==> config.mk <==
export PLATFORM = sky130hd
export DESIGN_NAME = lottery_cpu_scheduler_flat
export DESIGN_NICKNAME = d
export VERILOG_FILES = /design/src/lcs_pkg.sv /design/src/lcs_if.sv /design/src/lottery_cpu_scheduler.sv /design/src/lcs_cell.sv /design/src/lcs_ready_chain.sv /design/src/flat_wrapper.sv
export SDC_FILE = /design/constraint.sdc
export NUM_CORES = 1
export LEC_CHECK = 0
export ABC_AREA = 1
export BUFFER_PORTS_ARGS = -buffer_cell sky130_fd_sc_hd__buf_2
export CORE_MARGIN = 1.5
export CORE_UTILIZATION = 48
export CTS_CLUSTER_SIZE = 14
export DETAILED_ROUTE_END_ITERATION = 10
export HOLD_SLACK_MARGIN = 0.02
export PLACE_DENSITY = 0.68
export SLEW_MARGIN = 20
export SYNTH_ARGS = -nofsm -noshare
export SYNTH_HDL_FRONTEND = slang
export SYNTH_SLANG_ARGS = --single-unit
==> constraint.sdc <==
create_clock -name clk -period 6.9 [get_ports clk]
set_input_delay 0.69 -clock clk [delete_from_list [all_inputs] [get_ports clk]]
set_output_delay 0.69 -clock clk [all_outputs]
set_load 0.01 [all_outputs]
==> src/lcs_pkg.sv <==
// ----------------------------------------------------------------------------
// lcs_pkg: shared types and constants of the lottery scheduler
// sizes, widths, register map, func codes, sequencer states, cell control struct
// ----------------------------------------------------------------------------
package lcs_pkg;

  localparam int SLOTS    = 16;
  localparam int CPUS     = 4;
  localparam int SLOT_W   = 4;
  localparam int CNT_W    = 5;
  localparam int TKT_W    = 8;
  localparam int WORK_W   = 16;
  localparam int SUM_W    = 12;
  localparam int QNT_W    = 8;
  localparam int ACT_W    = 3;
  localparam int CPU_W    = 2;
  localparam int RAND_W   = 16;
  localparam int ADDR_W   = 3;
  localparam logic [QNT_W-1:0] QUANTUM_RESET = 8'd3;

  localparam logic [ADDR_W-1:0] REG_QUANTUM = 3'd0;
  localparam logic [ADDR_W-1:0] REG_ACTIVE  = 3'd4;

  localparam logic FUNC_ADMIT = 1'b0;
  localparam logic FUNC_TICK  = 1'b1;

  typedef enum logic [3:0] {
    ST_IDLE,
    ST_RETIRE,
    ST_SUM,
    ST_MOD,
    ST_SCAN,
    ST_TAKE,
    ST_RUN,
    ST_OUT
  } state_t;

  // commands from the sequencer to the list cells
  typedef struct packed {
    logic              push;      // append at tail (index count)
    logic [SLOT_W-1:0] push_slot;
    logic              rotate;    // shift whole list left by one, head to tail
    logic              remove;    // drop head entry during a rotation
  } cell_ctl_t;

endpackage

==> src/lcs_if.sv <==
// ----------------------------------------------------------------------------
// lcs_in_if / lcs_out_if: valid-ready channels of the scheduler
// one beat carries one input item or one result item
// ----------------------------------------------------------------------------
interface lcs_in_if;
  logic        valid;
  logic        ready;
  logic        func;
  logic [3:0]  slot;
  logic [7:0]  tickets;
  logic [15:0] burst;
  logic [15:0] rand_0;
  logic [15:0] rand_1;
  logic [15:0] rand_2;
  logic [15:0] rand_3;
  modport source (output valid, func, slot, tickets, burst, rand_0, rand_1, rand_2,
                  rand_3, input ready);
  modport sink (input valid, func, slot, tickets, burst, rand_0, rand_1, rand_2,
                rand_3, output ready);
endinterface

interface lcs_out_if;
  logic       valid;
  logic       ready;
  logic [1:0] cpu;
  logic       busy_res;
  logic [3:0] running_slot;
  logic       dispatched;
  logic       finished;
  logic [3:0] finished_slot;
  logic       last;
  modport source (output valid, cpu, busy_res, running_slot, dispatched, finished,
                  finished_slot, last, input ready);
  modport sink (input valid, cpu, busy_res, running_slot, dispatched, finished,
                finished_slot, last, output ready);
endinterface

==> src/lottery_cpu_scheduler.sv <==
// ----------------------------------------------------------------------------
// lottery_cpu_scheduler: ticket-weighted lottery scheduler for up to 4 CPUs
// Admit: one item per cycle while idle. Tick: a retire pass over the active
// CPUs; per idle CPU a ticket sum pass, 16-step restoring modulo and scan
// pass through the cell row; a run pass; one result beat per active CPU.
// One item is worked on at a time. Synchronous active-low reset idles all
// CPUs, empties the ready list and loads quantum 3, one active CPU.
// ----------------------------------------------------------------------------
module lottery_cpu_scheduler (
  input  logic        clk,
  input  logic        rst_n,
  lcs_in_if.sink      in_ch,
  lcs_out_if.source   out_ch,
  input  logic        cfg_psel,
  input  logic        cfg_penable,
  input  logic        cfg_pwrite,
  input  logic [2:0]  cfg_paddr,
  input  logic [31:0] cfg_pwdata,
  output logic [31:0] cfg_prdata,
  output logic        cfg_pready
);
  localparam int SW = lcs_pkg::SLOT_W;
  localparam int CW = lcs_pkg::CNT_W;

  lcs_pkg::state_t state_r, state_nxt;
  logic [lcs_pkg::QNT_W-1:0] quantum_r;
  logic [lcs_pkg::ACT_W-1:0] active_r;

  logic [lcs_pkg::TKT_W-1:0]  tkt_r  [lcs_pkg::SLOTS];
  logic [lcs_pkg::WORK_W-1:0] rem_r  [lcs_pkg::SLOTS];
  logic [SW-1:0]              cslot_r[lcs_pkg::CPUS];
  logic [lcs_pkg::CPUS-1:0]   busy_r, disp_r, fin_r;
  logic [SW-1:0]              fslot_r[lcs_pkg::CPUS];
  logic [lcs_pkg::QNT_W-1:0]  qleft_r[lcs_pkg::CPUS];
  logic [CW-1:0]              count_r;
  logic [lcs_pkg::RAND_W-1:0] rand_r [lcs_pkg::CPUS];

  logic [lcs_pkg::CPU_W-1:0]  cpu_r;
  logic [CW-1:0]              idx_r;
  logic [lcs_pkg::SUM_W-1:0]  sum_r;
  logic [lcs_pkg::SUM_W-1:0]  rem_acc_r;   // modulo partial remainder
  logic [lcs_pkg::RAND_W-1:0] dvd_r;
  logic [4:0]                 mstep_r;
  logic                       found_r;
  logic [CW-1:0]              nact_m1;
  logic [2:0]                 nact;

  lcs_pkg::cell_ctl_t ctl;
  logic [SW-1:0] head;

  // output register
  logic       ov_r;
  logic [1:0] o_cpu_r;
  logic       o_busy_r, o_disp_r, o_fin_r, o_last_r;
  logic [3:0] o_rs_r, o_fs_r;

  lcs_ready_chain u_chain (.clk(clk), .ctl(ctl), .count(count_r), .head_slot(head));

  always_comb begin
    if (active_r == 3'd0) nact = 3'd1;
    else if (active_r > 3'(lcs_pkg::CPUS)) nact = 3'(lcs_pkg::CPUS);
    else nact = active_r;
  end
  assign nact_m1 = CW'(nact) - CW'(1);

  logic in_fire, cfg_wr;
  assign in_ch.ready = (state_r == lcs_pkg::ST_IDLE);
  assign in_fire = in_ch.valid && in_ch.ready;
  assign cfg_pready = 1'b1;
  assign cfg_wr = cfg_psel && cfg_penable && cfg_pwrite;

  always_comb begin
    unique case (cfg_paddr)
      lcs_pkg::REG_QUANTUM: cfg_prdata = {24'd0, quantum_r};
      lcs_pkg::REG_ACTIVE:  cfg_prdata = {29'd0, active_r};
      default:              cfg_prdata = 32'd0;
    endcase
  end

  // modulo step: shift in one dividend bit, subtract if it fits
  logic [lcs_pkg::SUM_W:0] trial;
  assign trial = {rem_acc_r, dvd_r[lcs_pkg::RAND_W-1]} - {1'b0, sum_r};

  logic [lcs_pkg::SUM_W-1:0] cum_nxt;
  assign cum_nxt = sum_r + lcs_pkg::SUM_W'(tkt_r[head]);

  logic bz, oready;
  assign bz = busy_r[cpu_r];
  assign oready = !ov_r || out_ch.ready;

  always_comb begin
    state_nxt = state_r;
    ctl = '0;
    unique case (state_r)
      lcs_pkg::ST_IDLE: begin
        if (in_fire) begin
          if (in_ch.func == lcs_pkg::FUNC_ADMIT) begin
            ctl.push = (32'(count_r) + 32'($countones(busy_r)) < lcs_pkg::SLOTS);
            ctl.push_slot = in_ch.slot;
          end else begin
            state_nxt = lcs_pkg::ST_RETIRE;
          end
        end
      end
      lcs_pkg::ST_RETIRE: begin
        if (bz && rem_r[cslot_r[cpu_r]] != '0 && qleft_r[cpu_r] == '0) begin
          ctl.push = 1'b1;
          ctl.push_slot = cslot_r[cpu_r];
        end
        if (CW'(cpu_r) == nact_m1) state_nxt = lcs_pkg::ST_SUM;
      end
      lcs_pkg::ST_SUM: begin
        if (bz || count_r == '0) begin
          state_nxt = lcs_pkg::ST_TAKE;
        end else if (idx_r == count_r) begin
          state_nxt = lcs_pkg::ST_MOD;
        end else begin
          ctl.rotate = 1'b1;
        end
      end
      lcs_pkg::ST_MOD: begin
        if (sum_r == '0) state_nxt = lcs_pkg::ST_TAKE;
        else if (mstep_r == 5'd16) state_nxt = lcs_pkg::ST_SCAN;
      end
      lcs_pkg::ST_SCAN: begin
        if (idx_r == count_r) begin
          state_nxt = lcs_pkg::ST_TAKE;
        end else begin
          ctl.rotate = 1'b1;
          ctl.remove = !found_r && (cum_nxt > rem_acc_r);
        end
      end
      lcs_pkg::ST_TAKE: begin
        if (CW'(cpu_r) == nact_m1) state_nxt = lcs_pkg::ST_RUN;
        else state_nxt = lcs_pkg::ST_SUM;
      end
      lcs_pkg::ST_RUN: begin
        if (CW'(cpu_r) == nact_m1) state_nxt = lcs_pkg::ST_OUT;
      end
      lcs_pkg::ST_OUT: begin
        if (oready && CW'(cpu_r) == nact_m1) state_nxt = lcs_pkg::ST_IDLE;
      end
      default: state_nxt = lcs_pkg::ST_IDLE;
    endcase
  end

  always_ff @(posedge clk) begin
    if (!rst_n) begin
      state_r   <= lcs_pkg::ST_IDLE;
      quantum_r <= lcs_pkg::QUANTUM_RESET;
      active_r  <= 3'd1;
      count_r   <= '0;
      busy_r    <= '0;
      cpu_r     <= '0;
      ov_r      <= 1'b0;
      for (int c = 0; c < lcs_pkg::CPUS; c++) begin
        cslot_r[c] <= '0;
        qleft_r[c] <= '0;
      end
    end else begin
      state_r <= state_nxt;
      if (cfg_wr && cfg_paddr == lcs_pkg::REG_QUANTUM) quantum_r <= cfg_pwdata[7:0];
      if (cfg_wr && cfg_paddr == lcs_pkg::REG_ACTIVE)  active_r  <= cfg_pwdata[2:0];
      if (state_r == lcs_pkg::ST_OUT && oready) ov_r <= 1'b1;
      else if (out_ch.ready) ov_r <= 1'b0;
      if (ctl.push) count_r <= count_r + CW'(1);
      if (ctl.remove) begin
        count_r <= count_r - CW'(1);
      end
      unique case (state_r)
        lcs_pkg::ST_IDLE: begin
          cpu_r <= '0;
          if (in_fire && in_ch.func == lcs_pkg::FUNC_ADMIT && ctl.push) begin
            tkt_r[in_ch.slot] <= in_ch.tickets;
            rem_r[in_ch.slot] <= in_ch.burst;
          end
          rand_r[0] <= in_ch.rand_0;
          rand_r[1] <= in_ch.rand_1;
          rand_r[2] <= in_ch.rand_2;
          rand_r[3] <= in_ch.rand_3;
          disp_r <= '0;
          fin_r  <= '0;
          idx_r  <= '0;
          sum_r  <= '0;
        end
        lcs_pkg::ST_RETIRE: begin
          fslot_r[cpu_r] <= (bz && rem_r[cslot_r[cpu_r]] == '0) ? cslot_r[cpu_r] : '0;
          if (bz) begin
            if (rem_r[cslot_r[cpu_r]] == '0) begin
              fin_r[cpu_r]   <= 1'b1;
              busy_r[cpu_r]  <= 1'b0;
            end else if (qleft_r[cpu_r] == '0) begin
              busy_r[cpu_r]  <= 1'b0;
            end
          end
          cpu_r <= (CW'(cpu_r) == nact_m1) ? '0 : cpu_r + 2'd1;
        end
        lcs_pkg::ST_SUM: begin
          if (state_nxt == lcs_pkg::ST_MOD) begin
            rem_acc_r <= '0;
            dvd_r     <= rand_r[cpu_r];
            mstep_r   <= '0;
          end else if (ctl.rotate) begin
            sum_r <= cum_nxt;
            idx_r <= idx_r + CW'(1);
          end
        end
        lcs_pkg::ST_MOD: begin
          if (mstep_r == 5'd16) begin
            idx_r   <= '0;
            sum_r   <= '0;
            found_r <= 1'b0;
          end else begin
            mstep_r <= mstep_r + 5'd1;
            dvd_r   <= dvd_r << 1;
            if (!trial[lcs_pkg::SUM_W]) rem_acc_r <= trial[lcs_pkg::SUM_W-1:0];
            else rem_acc_r <= {rem_acc_r[lcs_pkg::SUM_W-2:0], dvd_r[lcs_pkg::RAND_W-1]};
          end
        end
        lcs_pkg::ST_SCAN: begin
          if (ctl.rotate) begin
            sum_r <= cum_nxt;
            if (ctl.remove) begin
              found_r        <= 1'b1;
              cslot_r[cpu_r] <= head;
              busy_r[cpu_r]  <= 1'b1;
              qleft_r[cpu_r] <= quantum_r;
              disp_r[cpu_r]  <= 1'b1;
              // list shrinks, so the walk ends one position earlier
            end else begin
              idx_r <= idx_r + CW'(1);
            end
          end
        end
        lcs_pkg::ST_TAKE: begin
          idx_r <= '0;
          sum_r <= '0;
          cpu_r <= (CW'(cpu_r) == nact_m1) ? '0 : cpu_r + 2'd1;
        end
        lcs_pkg::ST_RUN: begin
          if (bz) begin
            if (rem_r[cslot_r[cpu_r]] != '0)
              rem_r[cslot_r[cpu_r]] <= rem_r[cslot_r[cpu_r]] - 16'd1;
            if (qleft_r[cpu_r] != '0) qleft_r[cpu_r] <= qleft_r[cpu_r] - 8'd1;
          end
          cpu_r <= (CW'(cpu_r) == nact_m1) ? '0 : cpu_r + 2'd1;
        end
        lcs_pkg::ST_OUT: begin
          if (oready) begin
            o_cpu_r  <= cpu_r;
            o_busy_r <= bz;
            o_rs_r   <= bz ? cslot_r[cpu_r] : '0;
            o_disp_r <= disp_r[cpu_r];
            o_fin_r  <= fin_r[cpu_r];
            o_fs_r   <= fslot_r[cpu_r];
            o_last_r <= (CW'(cpu_r) == nact_m1);
            cpu_r    <= cpu_r + 2'd1;
          end
        end
        default: ;
      endcase
    end
  end

  assign out_ch.valid         = ov_r;
  assign out_ch.cpu           = o_cpu_r;
  assign out_ch.busy_res      = o_busy_r;
  assign out_ch.running_slot  = o_rs_r;
  assign out_ch.dispatched    = o_disp_r;
  assign out_ch.finished      = o_fin_r;
  assign out_ch.finished_slot = o_fs_r;
  assign out_ch.last          = o_last_r;
endmodule

==> src/lcs_cell.sv <==
// ----------------------------------------------------------------------------
// lcs_cell: one ready-list position
// holds a slot id, takes it from the right neighbor or the head on a rotation
// ----------------------------------------------------------------------------
module lcs_cell (
  input  logic                      clk,
  input  lcs_pkg::cell_ctl_t        ctl,
  input  logic                      is_tail,       // position == count
  input  logic                      is_rot_tail,   // position == count-1
  input  logic [lcs_pkg::SLOT_W-1:0] right_slot,
  input  logic [lcs_pkg::SLOT_W-1:0] head_slot,
  output logic [lcs_pkg::SLOT_W-1:0] slot_q
);
  logic [lcs_pkg::SLOT_W-1:0] slot_r;
  logic [lcs_pkg::SLOT_W-1:0] slot_nxt;

  always_comb begin
    slot_nxt = slot_r;
    if (ctl.push && is_tail) begin
      slot_nxt = ctl.push_slot;
    end else if (ctl.rotate) begin
      // head wraps to the tail unless it is being removed
      slot_nxt = (is_rot_tail && !ctl.remove) ? head_slot : right_slot;
    end
  end

  always_ff @(posedge clk) begin
    slot_r <= slot_nxt;
  end

  assign slot_q = slot_r;
endmodule

==> src/lcs_ready_chain.sv <==
// ----------------------------------------------------------------------------
// lcs_ready_chain: row of list cells forming the ordered ready list
// rotation walks every entry past the head, one per cycle
// ----------------------------------------------------------------------------
module lcs_ready_chain (
  input  logic                       clk,
  input  lcs_pkg::cell_ctl_t         ctl,
  input  logic [lcs_pkg::CNT_W-1:0]  count,
  output logic [lcs_pkg::SLOT_W-1:0] head_slot
);
  logic [lcs_pkg::SLOT_W-1:0] slot_q [lcs_pkg::SLOTS];
  logic [lcs_pkg::CNT_W-1:0]  rot_last;

  // on a removing rotation the list shrinks: fill position count-1 from right
  assign rot_last = count - lcs_pkg::CNT_W'(1);

  for (genvar i = 0; i < lcs_pkg::SLOTS; i++) begin : g_cell
    logic [lcs_pkg::SLOT_W-1:0] right;
    if (i == lcs_pkg::SLOTS - 1) begin : g_end
      assign right = slot_q[0];
    end else begin : g_mid
      assign right = slot_q[i+1];
    end
    lcs_cell u_cell (
      .clk        (clk),
      .ctl        (ctl),
      .is_tail    (count == lcs_pkg::CNT_W'(i)),
      .is_rot_tail(rot_last == lcs_pkg::CNT_W'(i)),
      .right_slot (right),
      .head_slot  (slot_q[0]),
      .slot_q     (slot_q[i])
    );
  end

  assign head_slot = slot_q[0];
endmodule

==> src/flat_wrapper.sv <==
// flat-port wrapper written by rule: the top's interface ports become plain ports
module lottery_cpu_scheduler_flat 
  (clk, rst_n, cfg_psel, cfg_penable, cfg_pwrite, cfg_paddr, cfg_pwdata, cfg_prdata, cfg_pready, in_ch_valid, in_ch_func, in_ch_slot, in_ch_tickets, in_ch_burst, in_ch_rand_0, in_ch_rand_1, in_ch_rand_2, in_ch_rand_3, in_ch_ready, out_ch_valid, out_ch_cpu, out_ch_busy_res, out_ch_running_slot, out_ch_dispatched, out_ch_finished, out_ch_finished_slot, out_ch_last, out_ch_ready);
  lcs_in_if in_ch_i ();
  lcs_out_if out_ch_i ();
  input  logic clk;
  input  logic rst_n;
  input  logic cfg_psel;
  input  logic cfg_penable;
  input  logic cfg_pwrite;
  input  logic [2:0] cfg_paddr;
  input  logic [31:0] cfg_pwdata;
  output logic [31:0] cfg_prdata;
  output logic cfg_pready;
  input wire logic [$bits(in_ch_i.valid)-1:0] in_ch_valid;
  input wire logic [$bits(in_ch_i.func)-1:0] in_ch_func;
  input wire logic [$bits(in_ch_i.slot)-1:0] in_ch_slot;
  input wire logic [$bits(in_ch_i.tickets)-1:0] in_ch_tickets;
  input wire logic [$bits(in_ch_i.burst)-1:0] in_ch_burst;
  input wire logic [$bits(in_ch_i.rand_0)-1:0] in_ch_rand_0;
  input wire logic [$bits(in_ch_i.rand_1)-1:0] in_ch_rand_1;
  input wire logic [$bits(in_ch_i.rand_2)-1:0] in_ch_rand_2;
  input wire logic [$bits(in_ch_i.rand_3)-1:0] in_ch_rand_3;
  output wire logic [$bits(in_ch_i.ready)-1:0] in_ch_ready;
  output wire logic [$bits(out_ch_i.valid)-1:0] out_ch_valid;
  output wire logic [$bits(out_ch_i.cpu)-1:0] out_ch_cpu;
  output wire logic [$bits(out_ch_i.busy_res)-1:0] out_ch_busy_res;
  output wire logic [$bits(out_ch_i.running_slot)-1:0] out_ch_running_slot;
  output wire logic [$bits(out_ch_i.dispatched)-1:0] out_ch_dispatched;
  output wire logic [$bits(out_ch_i.finished)-1:0] out_ch_finished;
  output wire logic [$bits(out_ch_i.finished_slot)-1:0] out_ch_finished_slot;
  output wire logic [$bits(out_ch_i.last)-1:0] out_ch_last;
  input wire logic [$bits(out_ch_i.ready)-1:0] out_ch_ready;
  assign in_ch_i.valid = in_ch_valid;
  assign in_ch_i.func = in_ch_func;
  assign in_ch_i.slot = in_ch_slot;
  assign in_ch_i.tickets = in_ch_tickets;
  assign in_ch_i.burst = in_ch_burst;
  assign in_ch_i.rand_0 = in_ch_rand_0;
  assign in_ch_i.rand_1 = in_ch_rand_1;
  assign in_ch_i.rand_2 = in_ch_rand_2;
  assign in_ch_i.rand_3 = in_ch_rand_3;
  assign in_ch_ready = in_ch_i.ready;
  assign out_ch_valid = out_ch_i.valid;
  assign out_ch_cpu = out_ch_i.cpu;
  assign out_ch_busy_res = out_ch_i.busy_res;
  assign out_ch_running_slot = out_ch_i.running_slot;
  assign out_ch_dispatched = out_ch_i.dispatched;
  assign out_ch_finished = out_ch_i.finished;
  assign out_ch_finished_slot = out_ch_i.finished_slot;
  assign out_ch_last = out_ch_i.last;
  assign out_ch_i.ready = out_ch_ready;
  lottery_cpu_scheduler u_core (.clk(clk), .rst_n(rst_n), .in_ch(in_ch_i), .out_ch(out_ch_i), .cfg_psel(cfg_psel), .cfg_penable(cfg_penable), .cfg_pwrite(cfg_pwrite), .cfg_paddr(cfg_paddr), .cfg_pwdata(cfg_pwdata), .cfg_prdata(cfg_prdata), .cfg_pready(cfg_pready));
endmodule
Word level (Yosys, flattened, before mapping)
Memories as Yosys holds them, arrays and structs flattened. A register that Yosys moved wholly into a read port is not among the register bits.
Cells that the tools add are included.

storage, ports and cells
  register bits after elaboration = 160
  memories = 6
  input port bits = 135
  ROM bits = 0
  latch bits = 0
  memory bits (writable) = 512

cells by class
  multiply operators = 0
  bitwise operators = 7
  divide/modulo/power cells = 0
  equality and inequality tests = 54
  reduce and logical (&&, ||, !) cells = 100
  magnitude comparators = 5
  $add $sub $neg = 14
  shift operators = 0
  multiplexer cells = 166

memory list
  memory          depth  bits a word  rd ports  clocked after memory_dff  wr ports  RTL line                     RTL
  u_core.rem_r    16     16           1         0                         1         lottery_cpu_scheduler.sv:30  logic [lcs_pkg::WORK_W-1:0] rem_r [lcs_pkg::SLOTS];
  u_core.tkt_r    16     8            1         1                         1         lottery_cpu_scheduler.sv:29  logic [lcs_pkg::TKT_W-1:0] tkt_r [lcs_pkg::SLOTS];
  u_core.rand_r   4      16           1         1                         4         lottery_cpu_scheduler.sv:36  logic [lcs_pkg::RAND_W-1:0] rand_r [lcs_pkg::CPUS];
  u_core.qleft_r  4      8            1         1                         4         lottery_cpu_scheduler.sv:34  logic [lcs_pkg::QNT_W-1:0] qleft_r[lcs_pkg::CPUS];
  u_core.cslot_r  4      4            1         1                         4         lottery_cpu_scheduler.sv:31  logic [SW-1:0] cslot_r[lcs_pkg::CPUS];
  u_core.fslot_r  4      4            1         1                         1         lottery_cpu_scheduler.sv:33  logic [SW-1:0] fslot_r[lcs_pkg::CPUS];

operators with widths
  cell                                                          number
  2-to-1 mux 4 bit                                              70
  equality test 5 x 4 -> 1 bit (second input constant)          15
  2-to-1 mux 12 bit                                             6
  2-to-1 mux 5 bit                                              12
  2-to-1 mux 16 bit                                             3
  case mux 12 bit (4 select lines)                              1
  nonzero test 2 bit                                            23
  logical AND 1 bit                                             45
  2-to-1 mux 1 bit                                              41
  equality test 5 x 3 -> 1 bit (second input constant)          8
  adder 32 bit                                                  1
  adder 5 x 32 -> 32 bit                                        1
  less-than comparator 32 x 5 -> 1 bit (second input constant)  1
  case mux 16 bit (2 select lines)                              1
  case mux 4 bit (8 select lines)                               1
  case mux 12 bit (2 select lines)                              1
  case mux 4 bit (2 select lines)                               3
  2-to-1 mux 2 bit                                              11
  equality test 5 x 2 -> 1 bit (second input constant)          4
  case mux 5 bit (2 select lines)                               2
  case mux 5 bit (4 select lines)                               1
  equality test 4 x 3 -> 1 bit (second input constant)          4
  logical NOT 16 bit                                            1
  2-to-1 mux 8 bit                                              2
  55 further kinds                                              88

Longest topological paths before layout
Gate-level depths: netlist of run 1.

  word-level depth = 13
  depth in mapped cells = 36
  mapped depth without buffers = 33

Cells and area by module
A second synthesis of run 1 with hierarchy kept.

second synthesis, totals
  cell total of the unflattened synthesis = 3334
  area total of the unflattened synthesis = 33054.2 um^2

modules (own cells, without submodules)
  module                 area an instance (um^2)  cells an instance  times used
  lottery_cpu_scheduler  28628.7                  2684               1
  lcs_cell               261.5                    37                 16
  lcs_ready_chain        241.5                    58                 1

Least setup slack after synthesis of run 1
OpenSTA, ideal clock, no wires.

  kind = input -> register
  start = input port rst_n
  end = memory u_core.rand_r[0][0] in the netlist's numbering, enable pin
  slack = 710 ps
  path buffers = 2
  stages = 4
  arrival time = 5625 ps
  required time = 6335 ps
  setup time = 565 ps
  cell sequence = clkbuf_1 > inv_1 > clkbuf_1 > nor3_1

RTL lines
  item                RTL line                     RTL
  start: declaration  flat_wrapper.sv:7            input logic rst_n;
  end: declaration    lottery_cpu_scheduler.sv:36

==> results of run 1 <==
-- registers in the layout, summed over array words and instances, names as in the netlist, 5 cells and up, named ones only --
register / flops
u_core.rand_r: 64
u_core.count_r: 5
u_core.rem_acc_r: 12
u_core.rem_r: 256
u_core.mstep_r: 5
u_core.cslot_r: 16
u_core.dvd_r: 16
u_core.idx_r: 5
u_core.fslot_r: 16
u_core.quantum_r: 8
u_core.tkt_r: 128
u_core.u_chain.g_cell.u_cell.slot_q: 64
u_core.sum_r: 12
u_core.qleft_r: 32
-- cell usage in the layout, fill, tap and decap left out, types with 17 or more instances in the layout --
| cell | n |
|---|---|
| clkbuf_16 | 76 |
| ha_1 | 54 |
| nand3_1 | 240 |
| conb_1 | 26 |
| nand3b_1 | 75 |
| nor2_1 | 293 |
| clkbuf_1 | 17 |
| a21oi_1 | 105 |
| nand2_1 | 533 |
| dfxtp_1 | 31 |
| o211ai_1 | 56 |
| buf_4 | 61 |
| nor3_1 | 28 |
| o21ai_1 | 59 |
| a31oi_1 | 19 |
| buf_2 | 134 |
| xor2_1 | 34 |
| edfxtp_1 | 649 |
| inv_1 | 304 |
| clkinv_1 | 19 |
| mux2i_1 | 32 |
| nor2_2 | 25 |
| o21ai_0 | 244 |
-- metal layers --
metal | global-route usage (%) | vias up
met3 | 3.44 | 124
met1 | 31.0 | 10898
met2 | 38.5 | 808
met5 | 0 | -
met4 | 6.54 | 0
li1 | - | 10925
-- power by group --
part           internal (W)  switching [W]
clock network       0.00234        0.00165
registers           0.00458      0.0000288
logic              0.000204       0.000438
total               0.00712        0.00211
-- logic make-up (layout without fill, tap and decap cells) --
group                    after synthesis  in the layout  share of synthesized area [%]
XOR/XNOR                              45             45                           1.22
multiplexers                          32             32                          0.989
other                                  2             27                         0.0232
buffers and inverters                484            656                           6.60
adder cells (fa/ha/maj)               57             57                           2.27
AND/OR/NAND/NOR                     1262           1262                           17.8
AO/OA/AOI/OAI                        519            519                           8.88
flip-flops                           682            682                           62.2
-- stage by stage --
step                      util, %  power, W  area [um2]
after global placement       50.6   0.00532       33900
after CTS                    54.3   0.00929       36300
after global routing         54.3   0.00953       36400
after detailed placement     50.6   0.00533       33900
final                        54.3   0.00924       36400
after floorplan                 -   0.00513       32500
-- critical path, delay by kind of cell (launching register included) --
family	cells	cell delay, ns
buffers and inverters	2	0.33
AND/OR/NAND/NOR	16	2.53
flip-flops	1	0.49
adder cells (fa/ha/maj)	2	0.63
XOR/XNOR	1	0.19
AO/OA/AOI/OAI	7	1.46
multiplexers	1	0.23
-- cell type report --
cell class                      instances  area [um2]  share of cell area (%)
Clock inverter                         33         368                    1.01
Sequential cell                       682       20200                    55.4
Clock buffer                          103        2100                    5.78
Multi-Input combinational cell       1941       10300                    28.2
Inverter                              323        1210                    3.33
Antenna cell                            1        2.50                 0.00688
Tap cell                              873        1090                    3.00
Timing Repair Buffer                  197        1170                    3.21
-- path summary, 6_finish.rpt --
path,to,slack [ns],cells past startpoint
setup / recovery,u_core.qleft_r[0][1],0.64,29
hold / removal,u_core.rand_r[0][6],0.24,1
setup reg to reg,u_core.qleft_r[0][1],0.64,29
hold reg to reg,u_core.quantum_r[0],0.50,2
==> results.cfg, run 1 <==
[floorplan]
die_h_um = 263
dieArea_um2 = 69000
fp-row-count = 95
start_util_pct = 48.4
die_w_um = 263
ios = 184
core_area_um2 = 66900

[timing]
tns_ns = 0
hold_viol_final = 0
drv_slew = 0
final.period_utilization_pct = 90.8
slew_headroom_pct = 30.4
fin_worst_skew_ns = 0.0299
worst_pin_slew_ns = 1.04
min_period_ns = 6.26
hold_slack_ns = 0.237
fmax_mhz = 160
rsz0062_at_grt = no
setup_viol = 0
worst_slack_ns = 0.636

[worst_setup_path]
cp_slowest_cell = dfxtp_4
worstPathMaxFanout = 49
max_stage_delay_ns = 0.49
path_class = flip-flop to flip-flop
worstPathRequired_ns = 7.20
startpoint_type = flip-flop
crit_path_end_kind = flip-flop
crit_arrival_ns = 6.56

[synthesis]
syn_inst = 3083
synth-seq-cells = 682
synth_top_area_share_pct = 60.2
synth-async-reset-ratio_pct = 0
synth.distinct_cells = 53
synth_flop_cell = edfxtp_1
synth_edf_count = 649
synthesis.area_um2 = 32400
ys_warn_count = 0
syn-mean-instance-area_um2 = 10.5
yosysSeqAreaShare_pct = 62.2
synth.largest_area_cell = edfxtp_1
ys_top_cells_by_area = edfxtp_1 60%, nand2_1 6.2%, o21ai_0 3.8%
ys_top_cells_by_count = 649 x edfxtp_1, 536 x nand2_1, 312 x nor2_1
yosysMostFrequentCell = edfxtp_1

[grt]
track_usage_pct = 22.9
grt_overflow = 0
grt_max_degree = 117
grt_pass1_wl_mm = 123
antenna_found_initial = 2
grt_pass1_vias = 21759

[route]
drtAntennaViolNets = 0
first_pass_iters = 6
vias = 22755
routedLengthMet1_mm = 34.1
highest_layer = met4
drc = 0
drtIter0Drc = 2235
met3_length_mm = 5.36
drt_wl_total_mm = 79.4
route.met2.wl_mm = 38.3
vias_per_cell = 5.48
wl_per_cell_um = 19.1

[clocking]
clkTransAtPathRegs_ns = 0.06
cts_tree = done
cts-root-buf = clkbuf_16
cts_resized = 0
insertion_delay_ns = 0.63
cts_max_level = 3
cts_setup_buffers = 0
clockBufferDepth = 3
numCtsBuffers = 75
numClockSinks = 682
postCtsHoldBufs = 0

[finish]
layout.cells.non_filler = 4153
final_layout_size_suffix_gt1_share_pct = 12.0
nets = 3412
fillers = 5777
syn_to_final_growth_pct = 12.3

[placement]
hpwl_mm = 50.5
pre_cts_ws_ns = 0.615
dp.cells = 4016
place.gp.congestion = 0.892
portBuffers = 134

[hold_path]
hold_path_class = input pin to flip-flop
hp-start = in_ch_rand_0[6]

[power]
leakage_nw = 14.2
irDropWorstVdd_v = 0.000270
p_per_area_nw_per_um2 = 254

[run]
drv_cap = 0

[run_status]
status = completed
Note: power is estimated with default switching activity, not from simulation.
==> run 2, diff against run 1 <==
--- a/config.mk
+++ b/config.mk
@@ -7,6 +7,7 @@
 export LEC_CHECK = 0
 export ABC_AREA = 1
 export BUFFER_PORTS_ARGS = -buffer_cell sky130_fd_sc_hd__buf_2
+export CORE_ASPECT_RATIO = 2
 export CORE_MARGIN = 1.5
 export CORE_UTILIZATION = 48
 export CTS_CLUSTER_SIZE = 14
==> results.cfg, run 2 (synthesized netlist as in run 1, its figures left out) <==
[worst_setup_path]
reg2reg_slack_ns = 0.73
r2r_end = u_core.qleft_r[2][6]
path_class = flip-flop to flip-flop
startpoint_type = flip-flop
crit_path_end_kind = flip-flop
crit_arrival_ns = 6.46
reg2reg_depth = 30
cp_slowest_cell = buf_4
max_stage_delay_ns = 0.37
critical_path.most_common_cell = nand2_1
worstPathRequired_ns = 7.19
worstPathMaxFanout = 32

[grt]
grt_pass1_wl_mm = 124
grt_pass1_vias = 22803
antenna_found_initial = 10
grt_overflow = 0
track_usage_pct = 23.2
grt_max_degree = 77

[timing]
setup_viol = 0
fin_worst_skew_ns = 0.0210
fmax_mhz = 162
rsz0062_at_grt = no
min_period_ns = 6.17
final.period_utilization_pct = 89.4
tns_ns = 0
drv_slew = 0
worst_pin_slew_ns = 1.01
hold_viol_final = 0
slew_headroom_pct = 32.9

[power]
irDropWorstVdd_v = 0.000280
p_per_area_nw_per_um2 = 236
leakage_nw = 13.9

[clocking]
numCtsBuffers = 60
postCtsHoldBufs = 0
insertion_delay_ns = 0.62
cts_max_level = 2
cts-root-buf = clkbuf_16
cts_resized = 0
clockBufferDepth = 3
numClockSinks = 682
cts_tree = done
clkTransAtPathRegs_ns = 0.07

[finish]
final_layout_size_suffix_gt1_share_pct = 11.3
reg_top3 = u_core.rem_r (256), u_core.tkt_r (128)
nets = 3406
final_common_cell = edfxtp_1
largest_reg_flops = 256
syn_to_final_growth_pct = 10.6
final_area_um2 = 35800
top_register = u_core.rem_r
mostFrequentLayoutCells = 649 x edfxtp_1, 536 x nand2_1, 304 x inv_1

[floorplan]
dieArea_um2 = 69100
die_h_um = 370
ios = 184
core_area_um2 = 66700
start_util_pct = 48.5
fp-row-count = 134
die_w_um = 187

[placement]
portBuffers = 134
placed_cell_area_um2 = 33900
hpwl_mm = 54.8
place.gp.congestion = 0.947

[hold_path]
hp-start = in_ch_rand_0[14]
holdPathStages = 1
hold_path_class = input pin to flip-flop
hold_end = u_core.rand_r[0][14]

[route]
wl_per_cell_um = 19.5
drt_wl_total_mm = 80.9
route.met2.wl_mm = 44.2
met3_length_mm = 3.75
routedLengthMet1_mm = 28.3
drtIter0Drc = 1457
first_pass_iters = 6
vias_per_cell = 5.50
drc = 0
vias = 22849
drtAntennaViolNets = 0
highest_layer = met5

[run]
drv_cap = 0

[run_status]
status = completed
## run 2: cell types whose count changed in the layout (fill, tap and decap cells not counted), sizes merged
cell / change
buf: +9
diode: +9
bufinv: -3
clkinv: -2
clkbuf: -22
inv: -3
clkinvlp: -1
## run 2: area by class of cell
class / instances / area, um2
Clock buffer: 81 / 1630
Tap cell: 884 / 1110
Sequential cell: 682 / 20200
Fill cell: 5935 / 30900
Clock inverter: 24 / 165
Timing Repair Buffer: 206 / 1260
Antenna cell: 10 / 25.0
Multi-Input combinational cell: 1941 / 10200
Inverter: 323 / 1210
## run 2: metrics by stage
step                      hold WS, ns  util (%)  power [W]  std cells  setup WS, ns
after floorplan                 0.445         -    0.00513       3107         0.710
after global placement          0.486      50.8    0.00533       4034         0.674
after detailed placement        0.493      50.9    0.00534       4035         0.664
after CTS                       0.208      53.6    0.00847       4140         0.599
after global routing            0.224      53.6    0.00869       4147         0.119
final                           0.238      53.6    0.00844       4151         0.731
## run 2: how the worst max path moves through the flow
stage,startpoint,end,slack [ns],depth (start not counted)
floorplan,rst_n,u_core.rand_r[0][0],0.71,4
global placement,flip-flop,u_core.qleft_r[1][1],0.67,30
detailed placement,flip-flop,u_core.qleft_r[1][1],0.66,30
CTS,flip-flop,u_core.qleft_r[1][1],0.60,30
global route,flip-flop,u_core.qleft_r[2][6],0.12,31
finish,flip-flop,u_core.qleft_r[2][6],0.73,30
## run 2: report_power, final
group | leakage (nW) | internal (W) | switching (W) | total [W]
registers | 6.28 | 0.00458 | 0.0000315 | 0.00461
logic | 6.80 | 0.000206 | 0.000444 | 0.000650
clock network | 0.873 | 0.00172 | 0.00146 | 0.00318
## run 2: per-layer routing
metal | vias up | track usage [%]
met3 | 261 | 2.47
met4 | 2 | 14.3
met5 | - | 0
li1 | 10891 | -
met1 | 10946 | 23.8
met2 | 749 | 44.8
## run 2: repair_timing
action                                  CTS  global route
endpoints found under the setup margin    0            16
endpoints found under the hold margin     0             0
buffers inserted                          0             1
## run 2: worst max-delay path, delay by kind of cell (launching register included)
| kind | cells | cell delay (ns) |
|---|---|---|
| simple gates | 16 | 2.53 |
| compound gates | 9 | 1.71 |
| fa+ha+maj | 2 | 0.63 |
| buf+inv | 2 | 0.44 |
| flops | 1 | 0.33 |
| xor+xnor | 1 | 0.19 |
